$ cat config.mk
export PLATFORM = sky130hd
export DESIGN_NAME = c_subset_token_lexer
export DESIGN_NICKNAME = d
export VERILOG_FILES = /design/src/hw/rtl/ctl_pkg.sv /design/src/hw/rtl/c_subset_token_lexer.sv /design/src/hw/rtl/ctl_front.sv /design/src/hw/rtl/ctl_queue.sv /design/src/hw/rtl/ctl_back.sv
export SDC_FILE = /design/constraint.sdc
export NUM_CORES = 1
export LEC_CHECK = 0
export BUFFER_PORTS_ARGS = -buffer_cell sky130_fd_sc_hd__buf_2
export CAP_MARGIN = 30
export CORE_MARGIN = 4
export CORE_UTILIZATION = 45
export DETAILED_ROUTE_END_ITERATION = 12
export MAX_ROUTING_LAYER = met4
export PLACE_DENSITY = 0.6
export SETUP_SLACK_MARGIN = 0.4
export SYNTH_ARGS = -nofsm -noshare
export SYNTH_HDL_FRONTEND = slang
export SYNTH_SLANG_ARGS = --single-unit
export TNS_END_PERCENT = 5
$ cat constraint.sdc
create_clock -name clk -period 10.9 [get_ports clk]
set_clock_uncertainty 0.05 [all_clocks]
set_input_delay 2.18 -clock clk [delete_from_list [all_inputs] [get_ports clk]]
set_output_delay 2.18 -clock clk [all_outputs]
set_load 0.02 [all_outputs]
$ cat src/hw/rtl/ctl_pkg.sv
// shared definitions for the c subset token lexer
// token kinds, operator codes, character constants, keyword table and lookup functions
// no dependencies
package ctl_pkg;

  localparam int DEF_MAX_WORD = 16;
  localparam int QUEUE_DEPTH  = 2;

  // token kinds
  localparam logic [2:0] KIND_KEYWORD  = 3'd0;
  localparam logic [2:0] KIND_OPERATOR = 3'd1;
  localparam logic [2:0] KIND_IDENT    = 3'd2;
  localparam logic [2:0] KIND_NUMBER   = 3'd3;
  localparam logic [2:0] KIND_INVALID  = 3'd4;

  // operator codes
  localparam logic [5:0] OP_NONE     = 6'd0;
  localparam logic [5:0] OP_PLUS     = 6'd1;
  localparam logic [5:0] OP_MINUS    = 6'd2;
  localparam logic [5:0] OP_STAR     = 6'd3;
  localparam logic [5:0] OP_SLASH    = 6'd4;
  localparam logic [5:0] OP_PERCENT  = 6'd5;
  localparam logic [5:0] OP_ASSIGN   = 6'd6;
  localparam logic [5:0] OP_LPAREN   = 6'd7;
  localparam logic [5:0] OP_RPAREN   = 6'd8;
  localparam logic [5:0] OP_ADD_EQ   = 6'd9;
  localparam logic [5:0] OP_SUB_EQ   = 6'd10;
  localparam logic [5:0] OP_MUL_EQ   = 6'd11;
  localparam logic [5:0] OP_DIV_EQ   = 6'd12;
  localparam logic [5:0] OP_MOD_EQ   = 6'd13;
  localparam logic [5:0] OP_NOT_EQ   = 6'd14;
  localparam logic [5:0] OP_EQ_EQ    = 6'd15;
  localparam logic [5:0] OP_NOT      = 6'd18;
  localparam logic [5:0] OP_INC      = 6'd19;
  localparam logic [5:0] OP_DEC      = 6'd20;
  localparam logic [5:0] OP_GT       = 6'd21;
  localparam logic [5:0] OP_LT       = 6'd22;
  localparam logic [5:0] OP_GE       = 6'd23;
  localparam logic [5:0] OP_LE       = 6'd24;
  localparam logic [5:0] OP_SEMI     = 6'd25;
  localparam logic [5:0] OP_SHR      = 6'd26;
  localparam logic [5:0] OP_SHL      = 6'd27;
  localparam logic [5:0] OP_HASH     = 6'd28;
  localparam logic [5:0] OP_LBRACKET = 6'd29;
  localparam logic [5:0] OP_RBRACKET = 6'd30;
  localparam logic [5:0] OP_LBRACE   = 6'd31;
  localparam logic [5:0] OP_RBRACE   = 6'd32;
  localparam logic [5:0] OP_COMMA    = 6'd33;

  // character constants
  localparam logic [7:0] CH_NUL   = 8'h00;
  localparam logic [7:0] CH_TAB   = 8'h09;
  localparam logic [7:0] CH_SPACE = 8'h20;
  localparam logic [7:0] CH_SLASH = "/";
  localparam logic [7:0] CH_EQ    = "=";
  localparam logic [7:0] CH_US    = "_";
  localparam logic [7:0] CH_0     = "0";
  localparam logic [7:0] CH_9     = "9";
  localparam logic [7:0] CH_UA    = "A";
  localparam logic [7:0] CH_UZ    = "Z";
  localparam logic [7:0] CH_LA    = "a";
  localparam logic [7:0] CH_LZ    = "z";

  // keyword table, each entry right-justified in 72 bits
  localparam int KW_NUM     = 18;
  localparam int KW_MAX_LEN = 9;
  localparam logic [71:0] KW_TEXT [KW_NUM] = '{
    72'("if"), 72'("while"), 72'("do"), 72'("else"), 72'("int"), 72'("for"),
    72'("cin"), 72'("cout"), 72'("include"), 72'("main"), 72'("stdio.h"),
    72'("iostream"), 72'("algorithm"), 72'("return"), 72'("endl"),
    72'("using"), 72'("namespace"), 72'("std")
  };
  localparam logic [3:0] KW_LEN [KW_NUM] = '{
    4'd2, 4'd5, 4'd2, 4'd4, 4'd3, 4'd3, 4'd3, 4'd4, 4'd7, 4'd4, 4'd7,
    4'd8, 4'd9, 4'd6, 4'd4, 4'd5, 4'd9, 4'd3
  };

  // token record width apart from the length field:
  // is_op, op_code, too_long, keyword match vector, digits, ident
  localparam int TOK_FIXED_W = 1 + 6 + 1 + KW_NUM + 1 + 1;

  // character at a position of a keyword, zero past its end
  function automatic logic [7:0] kw_byte(input logic [4:0] idx, input logic [3:0] pos);
    logic [71:0] sh;
    logic [3:0]  back;
    sh   = '0;
    back = '0;
    if (pos < KW_LEN[idx]) begin
      back = KW_LEN[idx] - 4'd1 - pos;
      sh   = KW_TEXT[idx] >> {back, 3'b000};
    end
    return sh[7:0];
  endfunction

  function automatic logic [5:0] single_code(input logic [7:0] c);
    case (c)
      "+":     return OP_PLUS;
      "-":     return OP_MINUS;
      "*":     return OP_STAR;
      "/":     return OP_SLASH;
      "%":     return OP_PERCENT;
      "=":     return OP_ASSIGN;
      "(":     return OP_LPAREN;
      ")":     return OP_RPAREN;
      "!":     return OP_NOT;
      ">":     return OP_GT;
      "<":     return OP_LT;
      ";":     return OP_SEMI;
      "#":     return OP_HASH;
      "[":     return OP_LBRACKET;
      "]":     return OP_RBRACKET;
      "{":     return OP_LBRACE;
      "}":     return OP_RBRACE;
      ",":     return OP_COMMA;
      default: return OP_NONE;
    endcase
  endfunction

  function automatic logic [5:0] pair_code(input logic [7:0] a, input logic [7:0] b);
    logic [5:0] r;
    r = OP_NONE;
    if (b == CH_EQ) begin
      case (a)
        "+":     r = OP_ADD_EQ;
        "-":     r = OP_SUB_EQ;
        "*":     r = OP_MUL_EQ;
        "/":     r = OP_DIV_EQ;
        "%":     r = OP_MOD_EQ;
        "!":     r = OP_NOT_EQ;
        "=":     r = OP_EQ_EQ;
        ">":     r = OP_GE;
        "<":     r = OP_LE;
        default: r = OP_NONE;
      endcase
    end else if (a == b) begin
      case (a)
        "+":     r = OP_INC;
        "-":     r = OP_DEC;
        ">":     r = OP_SHR;
        "<":     r = OP_SHL;
        default: r = OP_NONE;
      endcase
    end
    return r;
  endfunction

  function automatic logic is_letter(input logic [7:0] c);
    return (c >= CH_UA && c <= CH_UZ) || (c >= CH_LA && c <= CH_LZ);
  endfunction

  function automatic logic is_digit(input logic [7:0] c);
    return c >= CH_0 && c <= CH_9;
  endfunction

endpackage

$ cat src/hw/rtl/c_subset_token_lexer.sv
// top level of the streaming lexer for a small c subset
// instantiates ctl_front, ctl_queue and ctl_back; uses ctl_pkg
//
// The lexer takes one source character per transaction on the push side and
// delivers classified tokens (keyword, operator, identifier, number, invalid
// word) on the pop side, oldest first. Tab and NUL count as space; a space or
// an operator character ends a word; an operator character is held back one
// character so that it can pair into a two-character operator; a double
// slash drops the rest of the line; end_of_line flushes the held operator and
// then the word. Words longer than MAX_WORD keep their first MAX_WORD
// characters, report a saturated length and raise too_long. A character is
// accepted on every cycle in which the queue between the front and back ends
// has room, and a character that causes tokens writes one queue entry. The
// output register hands out one token per cycle while pop is held, so a
// character that causes two tokens holds the result side for both. A token
// is written into a queue slot when its character is taken and is then loaded
// into the output register before it shows on the result ports.
// There is no clearing pass after reset; the block is ready in the first cycle.
module c_subset_token_lexer import ctl_pkg::*; #(
  parameter int MAX_WORD = DEF_MAX_WORD
) (
  input  logic                           clk,
  input  logic                           rst,
  // character side
  input  logic                           push,
  output logic                           full,
  input  logic [7:0]                     char_code,
  input  logic                           end_of_line,
  // token side
  output logic                           empty,
  input  logic                           pop,
  output logic [2:0]                     token_kind,
  output logic [5:0]                     token_code,
  output logic [$clog2(MAX_WORD+1)-1:0]  token_length,
  output logic                           too_long,
  output logic                           last_of_run
);

  localparam int LW      = $clog2(MAX_WORD + 1);
  localparam int TOK_W   = TOK_FIXED_W + LW;
  // an entry holds two token records and a flag for the second one
  localparam int ENTRY_W = 2 * TOK_W + 1;

  logic               q_write;
  logic               q_read;
  logic               q_empty;
  logic [ENTRY_W-1:0] q_wdata;
  logic [ENTRY_W-1:0] q_rdata;

  // front: character state, pairing and comment handling
  ctl_front #(
    .MAX_WORD (MAX_WORD)
  ) u_front (
    .clk         (clk),
    .rst         (rst),
    .push        (push),
    .char_code   (char_code),
    .end_of_line (end_of_line),
    .q_full      (full),
    .q_write     (q_write),
    .q_data      (q_wdata)
  );

  // decoupling queue, its full flag is the push-side back-pressure
  ctl_queue #(
    .WIDTH (ENTRY_W),
    .DEPTH (QUEUE_DEPTH)
  ) u_queue (
    .clk     (clk),
    .rst     (rst),
    .wr_en   (q_write),
    .wr_data (q_wdata),
    .full    (full),
    .rd_en   (q_read),
    .rd_data (q_rdata),
    .empty   (q_empty)
  );

  // back: keyword lookup, word classification and the output register
  ctl_back #(
    .MAX_WORD (MAX_WORD)
  ) u_back (
    .clk          (clk),
    .rst          (rst),
    .q_empty      (q_empty),
    .q_data       (q_rdata),
    .q_read       (q_read),
    .empty        (empty),
    .pop          (pop),
    .token_kind   (token_kind),
    .token_code   (token_code),
    .token_length (token_length),
    .too_long     (too_long),
    .last_of_run  (last_of_run)
  );

endmodule

$ cat src/hw/rtl/ctl_front.sv
// front end of the lexer: takes characters, tracks word and separator state
// and writes up to two token records per character into the queue; uses ctl_pkg
module ctl_front import ctl_pkg::*; #(
  parameter int MAX_WORD = DEF_MAX_WORD,
  localparam int LW = $clog2(MAX_WORD + 1),
  localparam int TOK_W = TOK_FIXED_W + LW
) (
  input  logic             clk,
  input  logic             rst,
  input  logic             push,
  input  logic [7:0]       char_code,
  input  logic             end_of_line,
  input  logic             q_full,
  output logic             q_write,
  output logic [2*TOK_W:0] q_data
);

  typedef struct packed {
    logic              is_op;
    logic [5:0]        op_code;
    logic [LW-1:0]     len;
    logic              too_long;
    logic [KW_NUM-1:0] match;
    logic              digits;
    logic              ident;
  } tok_t;

  typedef struct packed {
    logic two;
    tok_t t1;
    tok_t t0;
  } entry_t;

  // word summary, kept instead of the characters themselves
  logic [LW-1:0]     count;
  logic              overflow;
  logic [KW_NUM-1:0] match;
  logic              digits;
  logic              ident;
  logic [7:0]        pend_char;
  logic              pend_valid;
  logic              in_comment;

  logic [LW-1:0]     count_next;
  logic              overflow_next;
  logic [KW_NUM-1:0] match_next;
  logic              digits_next;
  logic              ident_next;
  logic [7:0]        pend_char_next;
  logic              pend_valid_next;
  logic              in_comment_next;

  logic [7:0]        c;
  logic              c_space;
  logic              c_sep;
  logic [5:0]        pc;
  logic              slash;
  logic              active;
  logic              done;
  logic              append;
  logic              pend_v;
  logic              word_v;
  logic              newop_v;
  logic              accept;
  tok_t              pend_tok;
  tok_t              word_tok;
  tok_t              newop_tok;
  entry_t            entry;

  always_comb begin
    c = char_code;
    if (char_code == CH_TAB || char_code == CH_NUL) begin
      c = CH_SPACE;
    end
    c_space = (c == CH_SPACE);
    c_sep   = (single_code(c) != OP_NONE);
    pc      = pair_code(pend_char, c);
    slash   = pend_valid && pend_char == CH_SLASH && c == CH_SLASH;
    active  = !in_comment && !slash;
    done    = active && pend_valid && pc != OP_NONE;
    pend_v  = active && pend_valid;
    append  = active && !done && !c_space && !c_sep;

    // word state after this character is taken in
    count_next    = count;
    overflow_next = overflow;
    match_next    = match;
    digits_next   = digits;
    ident_next    = ident;
    if (append) begin
      if (count < LW'(MAX_WORD)) begin
        for (int i = 0; i < KW_NUM; i++) begin
          match_next[i] = (count == '0 || match[i]) && count < LW'(KW_MAX_LEN) &&
                          kw_byte(5'(i), count[3:0]) == c;
        end
        digits_next = (count == '0 || digits) && is_digit(c);
        if (count == '0) begin
          ident_next = (c == CH_US) || is_letter(c);
        end else begin
          ident_next = ident && ((c == CH_US) || is_digit(c) || is_letter(c));
        end
        count_next = count + LW'(1);
      end else begin
        overflow_next = 1'b1;
      end
    end

    word_v  = active && !done && (c_space || c_sep || end_of_line) && count_next != '0;
    newop_v = active && !done && c_sep && end_of_line;

    pend_tok          = '0;
    pend_tok.is_op    = 1'b1;
    pend_tok.op_code  = done ? pc : single_code(pend_char);
    pend_tok.len      = done ? LW'(2) : LW'(1);

    word_tok          = '0;
    word_tok.len      = count_next;
    word_tok.too_long = overflow_next;
    word_tok.match    = match_next;
    word_tok.digits   = digits_next;
    word_tok.ident    = ident_next;

    newop_tok         = '0;
    newop_tok.is_op   = 1'b1;
    newop_tok.op_code = single_code(c);
    newop_tok.len     = LW'(1);

    // tokens come out in the order pending operator, word, new operator
    entry = '0;
    if (pend_v) begin
      entry.t0  = pend_tok;
      entry.t1  = word_v ? word_tok : newop_tok;
      entry.two = word_v || newop_v;
    end else if (word_v) begin
      entry.t0  = word_tok;
      entry.t1  = newop_tok;
      entry.two = newop_v;
    end else begin
      entry.t0  = newop_tok;
      entry.t1  = newop_tok;
      entry.two = 1'b0;
    end

    if (word_v) begin
      count_next    = '0;
      overflow_next = 1'b0;
    end
    pend_valid_next = active && !done && c_sep && !end_of_line;
    pend_char_next  = pend_valid_next ? c : 8'h00;
    in_comment_next = in_comment ? !end_of_line : (slash && !end_of_line);

    accept  = push && !q_full;
    q_write = accept && (pend_v || word_v || newop_v);
    q_data  = entry;
  end

  always_ff @(posedge clk) begin
    if (rst) begin
      count      <= '0;
      overflow   <= 1'b0;
      pend_char  <= 8'h00;
      pend_valid <= 1'b0;
      in_comment <= 1'b0;
    end else if (accept) begin
      count      <= count_next;
      overflow   <= overflow_next;
      pend_char  <= pend_char_next;
      pend_valid <= pend_valid_next;
      in_comment <= in_comment_next;
    end
  end

  always_ff @(posedge clk) begin
    if (accept) begin
      match  <= match_next;
      digits <= digits_next;
      ident  <= ident_next;
    end
  end

endmodule

$ cat src/hw/rtl/ctl_queue.sv
// short first-in first-out queue between the lexer front and back ends
// generic width and depth; uses ctl_pkg for the default depth
module ctl_queue import ctl_pkg::*; #(
  parameter int WIDTH = 8,
  parameter int DEPTH = QUEUE_DEPTH,
  localparam int PW = (DEPTH > 1) ? $clog2(DEPTH) : 1,
  localparam int CW = $clog2(DEPTH + 1)
) (
  input  logic             clk,
  input  logic             rst,
  input  logic             wr_en,
  input  logic [WIDTH-1:0] wr_data,
  output logic             full,
  input  logic             rd_en,
  output logic [WIDTH-1:0] rd_data,
  output logic             empty
);

  logic [WIDTH-1:0] slots [DEPTH];
  logic [PW-1:0]    wr_ptr;
  logic [PW-1:0]    rd_ptr;
  logic [CW-1:0]    fill;
  logic             do_wr;
  logic             do_rd;

  assign full    = (fill == CW'(DEPTH));
  assign empty   = (fill == '0);
  assign do_wr   = wr_en && !full;
  assign do_rd   = rd_en && !empty;
  assign rd_data = slots[rd_ptr];

  always_ff @(posedge clk) begin
    if (rst) begin
      wr_ptr <= '0;
      rd_ptr <= '0;
      fill   <= '0;
    end else begin
      if (do_wr) begin
        wr_ptr <= (wr_ptr == PW'(DEPTH - 1)) ? '0 : wr_ptr + PW'(1);
      end
      if (do_rd) begin
        rd_ptr <= (rd_ptr == PW'(DEPTH - 1)) ? '0 : rd_ptr + PW'(1);
      end
      if (do_wr && !do_rd) begin
        fill <= fill + CW'(1);
      end else if (do_rd && !do_wr) begin
        fill <= fill - CW'(1);
      end
    end
  end

  always_ff @(posedge clk) begin
    if (do_wr) begin
      slots[wr_ptr] <= wr_data;
    end
  end

endmodule

$ cat src/hw/rtl/ctl_back.sv
// back end of the lexer: takes token records from the queue, classifies words
// and presents one token at a time in an output register; uses ctl_pkg
module ctl_back import ctl_pkg::*; #(
  parameter int MAX_WORD = DEF_MAX_WORD,
  localparam int LW = $clog2(MAX_WORD + 1),
  localparam int TOK_W = TOK_FIXED_W + LW
) (
  input  logic             clk,
  input  logic             rst,
  input  logic             q_empty,
  input  logic [2*TOK_W:0] q_data,
  output logic             q_read,
  output logic             empty,
  input  logic             pop,
  output logic [2:0]       token_kind,
  output logic [5:0]       token_code,
  output logic [LW-1:0]    token_length,
  output logic             too_long,
  output logic             last_of_run
);

  typedef struct packed {
    logic              is_op;
    logic [5:0]        op_code;
    logic [LW-1:0]     len;
    logic              too_long;
    logic [KW_NUM-1:0] match;
    logic              digits;
    logic              ident;
  } tok_t;

  typedef struct packed {
    logic two;
    tok_t t1;
    tok_t t0;
  } entry_t;

  entry_t     head;
  tok_t       tok;
  logic       sel;
  logic       out_valid;
  logic       load;
  logic [2:0] kind;
  logic [5:0] code;

  always_comb begin
    head = q_data;
    tok  = sel ? head.t1 : head.t0;
    load = !q_empty && (!out_valid || pop);
    q_read = load && (sel || !head.two);

    // first keyword in table order wins
    code = OP_NONE;
    for (int i = KW_NUM - 1; i >= 0; i--) begin
      if (tok.match[i] && tok.len == LW'(KW_LEN[i]) && !tok.too_long) begin
        code = 6'(i + 1);
      end
    end
    if (tok.is_op) begin
      kind = KIND_OPERATOR;
      code = tok.op_code;
    end else if (code != OP_NONE) begin
      kind = KIND_KEYWORD;
    end else if (tok.digits) begin
      kind = KIND_NUMBER;
    end else if (tok.ident) begin
      kind = KIND_IDENT;
    end else begin
      kind = KIND_INVALID;
    end
  end

  assign empty = !out_valid;

  always_ff @(posedge clk) begin
    if (rst) begin
      out_valid <= 1'b0;
      sel       <= 1'b0;
    end else begin
      if (load) begin
        out_valid <= 1'b1;
        sel       <= !sel && head.two;
      end else if (pop) begin
        out_valid <= 1'b0;
      end
    end
  end

  always_ff @(posedge clk) begin
    if (load) begin
      token_kind   <= kind;
      token_code   <= code;
      token_length <= tok.len;
      too_long     <= tok.too_long;
      last_of_run  <= sel || !head.two;
    end
  end

endmodule
==> impl_metrics.json, run 1 <==
{
  "wl_per_cell_um": 21.8,
  "grt_max_degree": 68,
  "fmax_ghz": 0.165,
  "coreArea_um2": 26300,
  "yosys.area.top_type_share": 0.421,
  "cts_tree": "done",
  "rsz0062_at_grt": "false",
  "hold_class": "reg -> reg",
  "antenna_found_initial": 1,
  "nets": 1211,
  "yosys.area.top_type": "edfxtp_1",
  "io_pins": 31,
  "dr.pass1.iters": 8,
  "hold_buffers": 0,
  "synth-edff-count": 170,
  "synth_fp_nets": 1236,
  "fin_hold_ws_ns": 0.466,
  "final_common_cell": "edfxtp_1",
  "cts.sinks": 193,
  "endpoint_kind": "flop",
  "fin_area_um2": 13100,
  "cts_resized": 0,
  "cts_max_level": 4,
  "critPathArrivalTime_ns": 6.08,
  "syn_inst": 1200,
  "ant_nets": 0,
  "slew_headroom": 0.366,
  "drive_above_1_share": 0.127,
  "die_w_um": 172,
  "async_reset_ff_frac": 0,
  "cap_violations": 0,
  "fillers": 2432,
  "yosysSeqAreaShare": 0.459,
  "cellPowerDensity_nw_per_um2": 185,
  "synth_area_leaders": "edfxtp_1, mux4_2, nor2_1",
  "die_height_um": 172,
  "cp.required_ns": 10.90,
  "crit_fanout": 67,
  "yosysWarnings": 0,
  "hpwl_mm": 22.8,
  "dpl_cell_area_um2": 12500,
  "synth_ff_type": "edfxtp_1",
  "p_leak_nw": 4.48,
  "grt_overflow": 0,
  "cts_buffers": 17,
  "ir_worst_vdd_mv": 0.107,
  "clkLatencyLatePin_ns": 0.44,
  "syn_area_um2": 12100,
  "cts_setup_buffers": 0,
  "routabilityCongestion": 0.962,
  "viasPerCell": 6.39,
  "initialDrtViolationCount": 1017,
  "grt_pass1_wl_mm": 52.2,
  "setup.worst_path.class": "in -> reg",
  "setup_viol": 0,
  "fin_cells": 1524,
  "routed_wl_mm": 33.3,
  "ys_types": 91,
  "finalHoldViolations": 0,
  "grt_pass1_vias": 8824,
  "post-route-drc-count": 0,
  "synth_seq_cells": 193,
  "final-max-slew-violation-count": 0,
  "period_share": 0.557,
  "start_util": 0.462,
  "period_minus_slack_ns": 6.07,
  "worstMarginPinSlew_ns": 0.949,
  "num_vias": 9736,
  "io_buffers": 30,
  "clk_pin_slew_ns": 0.08,
  "clock_path_buffers": 2,
  "outcome": "finished, final reports clean",
  "die-area_um2": 29700,
  "avgSynthCellArea_um2": 10.1,
  "num_rows": 59,
  "dp.cells": 1491,
  "finish.utilization": 0.500,
  "mostFrequentLayoutCells": "edfxtp_1, nor2_1, nand2_1",
  "areaGrowthSynthToFinish_pct": 8.36,
  "crit_path_start_kind": "input port",
  "cts.root.buffer_cell": "clkbuf_16",
  "finalSetupTns_ns": 0,
  "grt_use_total": 0.233
}
## kinds of logic after synthesis
family / synth area share
AND/OR/NAND/NOR: 0.184
multiplexers: 0.0758
buffers and inverters: 0.0461
flip-flops: 0.459
adder cells (fa/ha/maj): 0.0245
AO/OA/AOI/OAI: 0.174
XOR/XNOR: 0.0368
## metrics by stage
stage               power [mW]  setup slack [ns]
floorplan                 1.59              3.20
CTS                       2.45              4.91
global placement          1.78              4.55
detailed placement        1.79              4.41
finish                    2.44              4.83
global route              2.56              4.59
## final timing paths
path / slack (ns) / start / endpoint / cells after the start
max: 4.83 / char_code[1] / u_queue.slots[1][21]$_DFFE_PP_ / 11
min: 0.47 / u_back.out_valid$_SDFFE_PP0P_ / u_back.out_valid$_SDFFE_PP0P_ / 2
max reg2reg: 6.31 / u_front.count[1]$_SDFFE_PP0P_ / u_queue.slots[1][51]$_DFFE_PP_ / 12
min reg2reg: 0.47 / u_back.out_valid$_SDFFE_PP0P_ / u_back.out_valid$_SDFFE_PP0P_ / 2
## report_power, final
group          leakage, nW  internal, mW  total, mW  switching, mW
clock                0.312         0.326      0.665          0.339
sequential            1.78         0.941      0.972         0.0308
combinational         2.39         0.304      0.800          0.496
## routing by layer
metal,track usage,routed length [µm],vias to the layer above
met5,-,0,-
met4,0.0567,662,0
met3,0.0364,2360,50
met2,0.347,15100,400
li1,-,-,4501
met1,0.337,15200,4785
## synth_stat cells, types with 5 or more instances
cell type    n
a211oi_1    10
a21oi_1     59
a22o_1      11
a22oi_1     17
a2bb2oi_1    7
a31oi_1     26
a32oi_1      7
and2_1      22
and3_1       9
buf_1       18
buf_2       18
clkbuf_1    53
dfxtp_1     23
edfxtp_1   170
ha_1        23
inv_1       38
mux2_2       5
mux2i_1     12
mux4_2      33
nand2_1     75
nand2b_1    17
nand3_1     34
nand4_1     14
nor2_1     153
nor2b_1     17
nor3_1      31
nor3b_1      6
nor4_1      17
o2111ai_1    6
o211ai_1     9
o21ai_0     64
o221ai_1     7
o22ai_1     12
o31ai_1      9
o32ai_1      8
or3_1       13
or4_1        5
xnor2_1     40
xor2_1      11
## critical path: stages
cell	delay, ns
buf_2	0.07
buf_4	0.43
inv_1	0.43
and3_1	0.35
a22oi_1	0.26
nand2_1	0.20
nor2_1	0.58
o311ai_4	0.33
a21oi_1	0.29
and2_2	0.19
buf_4	0.67
## registers in the layout, summed over array words and instances (netlist names), named ones only
register and count:
u_back.out_valid 1, u_queue.rd_ptr 1, u_front.overflow 1, u_back.token_length 5
u_front.ident 1, u_front.digits 1, u_queue.slots 134, u_back.token_code 6
u_back.sel 1, u_back.last_of_run 1, u_back.too_long 1, u_front.pend_char 8
u_front.in_comment 1, u_front.count 5, u_queue.fill 2, u_front.match 18
u_queue.wr_ptr 1, u_back.token_kind 3, u_front.pend_valid 1
## area by class of cell
class                   instances  area (µm²)  share of cell area
multi-input cells             870        6030               0.459
flip-flops and latches        193        5570               0.423
clock buffers                  17         425              0.0324
well taps                     335         419              0.0319
repair buffers                 49         310              0.0236
clock inverters                15         224              0.0170
inverters                      44         165              0.0126
diodes                          1        2.50            0.000190
Note: power is estimated with default switching activity, not from simulation.
==> run 2: changes to the inputs <==
==> constraint.sdc (replaced) <==
create_clock -name clk -period 5.8 [get_ports clk]
set_clock_uncertainty 0.05 [all_clocks]
set_input_delay 1.16 -clock clk [delete_from_list [all_inputs] [get_ports clk]]
set_output_delay 1.16 -clock clk [all_outputs]
set_load 0.02 [all_outputs]
==> impl_metrics.json, run 2 (same netlist as run 1, synthesis figures left out) <==
{
  "outcome": "finished, final reports clean",
  "largest_register_ffs": 134,
  "finalHoldViolations": 0,
  "r2r_slack_ns": 1.37,
  "hp-start": "u_back.out_valid$_SDFFE_PP0P_",
  "hold_buffers": 0,
  "clk_pin_slew_ns": 0.07,
  "p_seq_frac": 0.399,
  "start_util": 0.462,
  "grt_use_total": 0.235,
  "cp.required_ns": 5.81,
  "setup.worst_path.class": "in -> reg",
  "regArea_um2": 5570,
  "dr.pass1.iters": 5,
  "setup_viol": 0,
  "period_minus_slack_ns": 4.78,
  "die_w_um": 172,
  "r2r-start": "u_front.pend_char[4]$_SDFFE_PP0P_",
  "die-area_um2": 29700,
  "post-route-drc-count": 0,
  "clkLatencyLatePin_ns": 0.43,
  "cts.sinks": 193,
  "largest_register": "u_queue.slots",
  "ir_worst_vdd_mv": 0.190,
  "io_pins": 31,
  "num_rows": 59,
  "hpwl_mm": 23.4,
  "internal_power_mw": 3.00,
  "critPathArrivalTime_ns": 4.80,
  "fmax_ghz": 0.209,
  "cp_cell_sequence": "buf_2 -> nor2_1 -> a21oi_2 -> nor3_1 -> or3_1 -> nor2_1 -> o311ai_4 -> a21oi_1 -> and2_2 -> buf_4",
  "antenna_found_initial": 0,
  "cts_max_level": 4,
  "cts_tree": "done",
  "ant_nets": 0,
  "io_buffers": 30,
  "net-switching-power_mw": 1.60,
  "cts_buffers": 17,
  "pwr-share-clk": 0.270,
  "multiInputGateArea_um2": 6030,
  "swShare": 0.347,
  "grt_overflow": 0,
  "grt_pass1_vias": 9320,
  "die_height_um": 172,
  "endpoint_kind": "flop",
  "rsz0062_at_grt": "false",
  "cap_violations": 0,
  "critPathMaxStageDelay_ns": 0.65,
  "coreArea_um2": 26300,
  "cts_setup_buffers": 0,
  "cts_resized": 0,
  "viasPerCell": 6.36,
  "clock_path_buffers": 2,
  "cellPowerDensity_nw_per_um2": 347,
  "grt_pass1_wl_mm": 52.5,
  "nets": 1223,
  "fillers": 2373,
  "wl_per_cell_um": 21.8,
  "combPwrFrac": 0.331,
  "crit_path_frequent_cell": "nor2_1",
  "period_share": 0.825,
  "pre_cts_slack_ns": 0.607,
  "dpl_cell_area_um2": 12600,
  "p_leak_nw": 4.54,
  "areaGrowthSynthToFinish_pct": 9.12,
  "slew_headroom": 0.396,
  "routabilityCongestion": 0.975,
  "fin_area_um2": 13200,
  "worst-path-buf-inv": 2,
  "crit_start": "char_code[2]",
  "final_common_cell": "edfxtp_1",
  "routed_wl_mm": 33.5,
  "antenna_cells": 0,
  "hold_class": "reg -> reg",
  "mostFrequentLayoutCells": "edfxtp_1, nor2_1, nand2_1",
  "drive_above_1_share": 0.136,
  "crit_path_start_kind": "input port",
  "finalSetupTns_ns": 0,
  "critPathTopFamily": "simple AND/OR/NAND/NOR gates",
  "initialDrtViolationCount": 1147,
  "worst_slack_ns": 1.02,
  "num_vias": 9768,
  "final-max-slew-violation-count": 0,
  "worstMarginPinSlew_ns": 0.899,
  "crit_fanout": 67,
  "grt_max_degree": 68,
  "cts.root.buffer_cell": "clkbuf_16",
  "cp_slowest_cell": "buf_4",
  "reg_top3": "u_queue.slots x134, u_front.match x18, u_front.pend_char x8"
}
## run 2: layout make-up
cell class | instances | area share
clock inverters | 15 | 0.0166
multi-input cells | 870 | 0.456
flip-flops and latches | 193 | 0.420
well taps | 335 | 0.0317
repair buffers | 61 | 0.0308
clock buffers | 17 | 0.0321
inverters | 44 | 0.0125
## run 2: final timing paths
path / to / depth (start not counted)
max: u_queue.slots[1][47]$_DFFE_PP_ / 10
min: u_back.out_valid$_SDFFE_PP0P_ / 2
max reg2reg: u_queue.slots[1][47]$_DFFE_PP_ / 9
min reg2reg: u_back.out_valid$_SDFFE_PP0P_ / 2
## run 2: power by group through the flow
stage                     logic [mW]  clock network [mW]  registers (mW)
after floorplan                 1.05                   0            1.92
after global placement          1.45                   0            1.91
after detailed placement        1.45                   0            1.92
after CTS                       1.46                1.26            1.89
after global routing            1.66                1.33            1.85
final                           1.52                1.24            1.83
## run 2: metal layers
| layer | up-vias | routed length [µm] | GRT usage |
|---|---|---|---|
| met3 | 67 | 2080 | 0.0350 |
| met5 | - | 0 | - |
| li1 | 4539 | - | - |
| met4 | 0 | 856 | 0.0714 |
| met1 | 4770 | 15200 | 0.328 |
| met2 | 392 | 15300 | 0.360 |
## run 2: stage by stage
stage	hold slack [ns]	utilization	total power, mW	std cells
floorplan	0.420	-	2.98	1200
global placement	0.430	0.478	3.36	1501
detailed placement	0.440	0.478	3.37	1502
CTS	0.451	0.503	4.61	1534
global route	0.483	0.504	4.84	1535
finish	0.451	0.504	4.59	1535
## run 2: worst register-to-register path: cells and delay by family, from the launching register on
kind	cells	cell delay, ns
compound gates	2	0.91
buf+inv	1	0.36
flops	1	0.54
simple gates	6	2.12
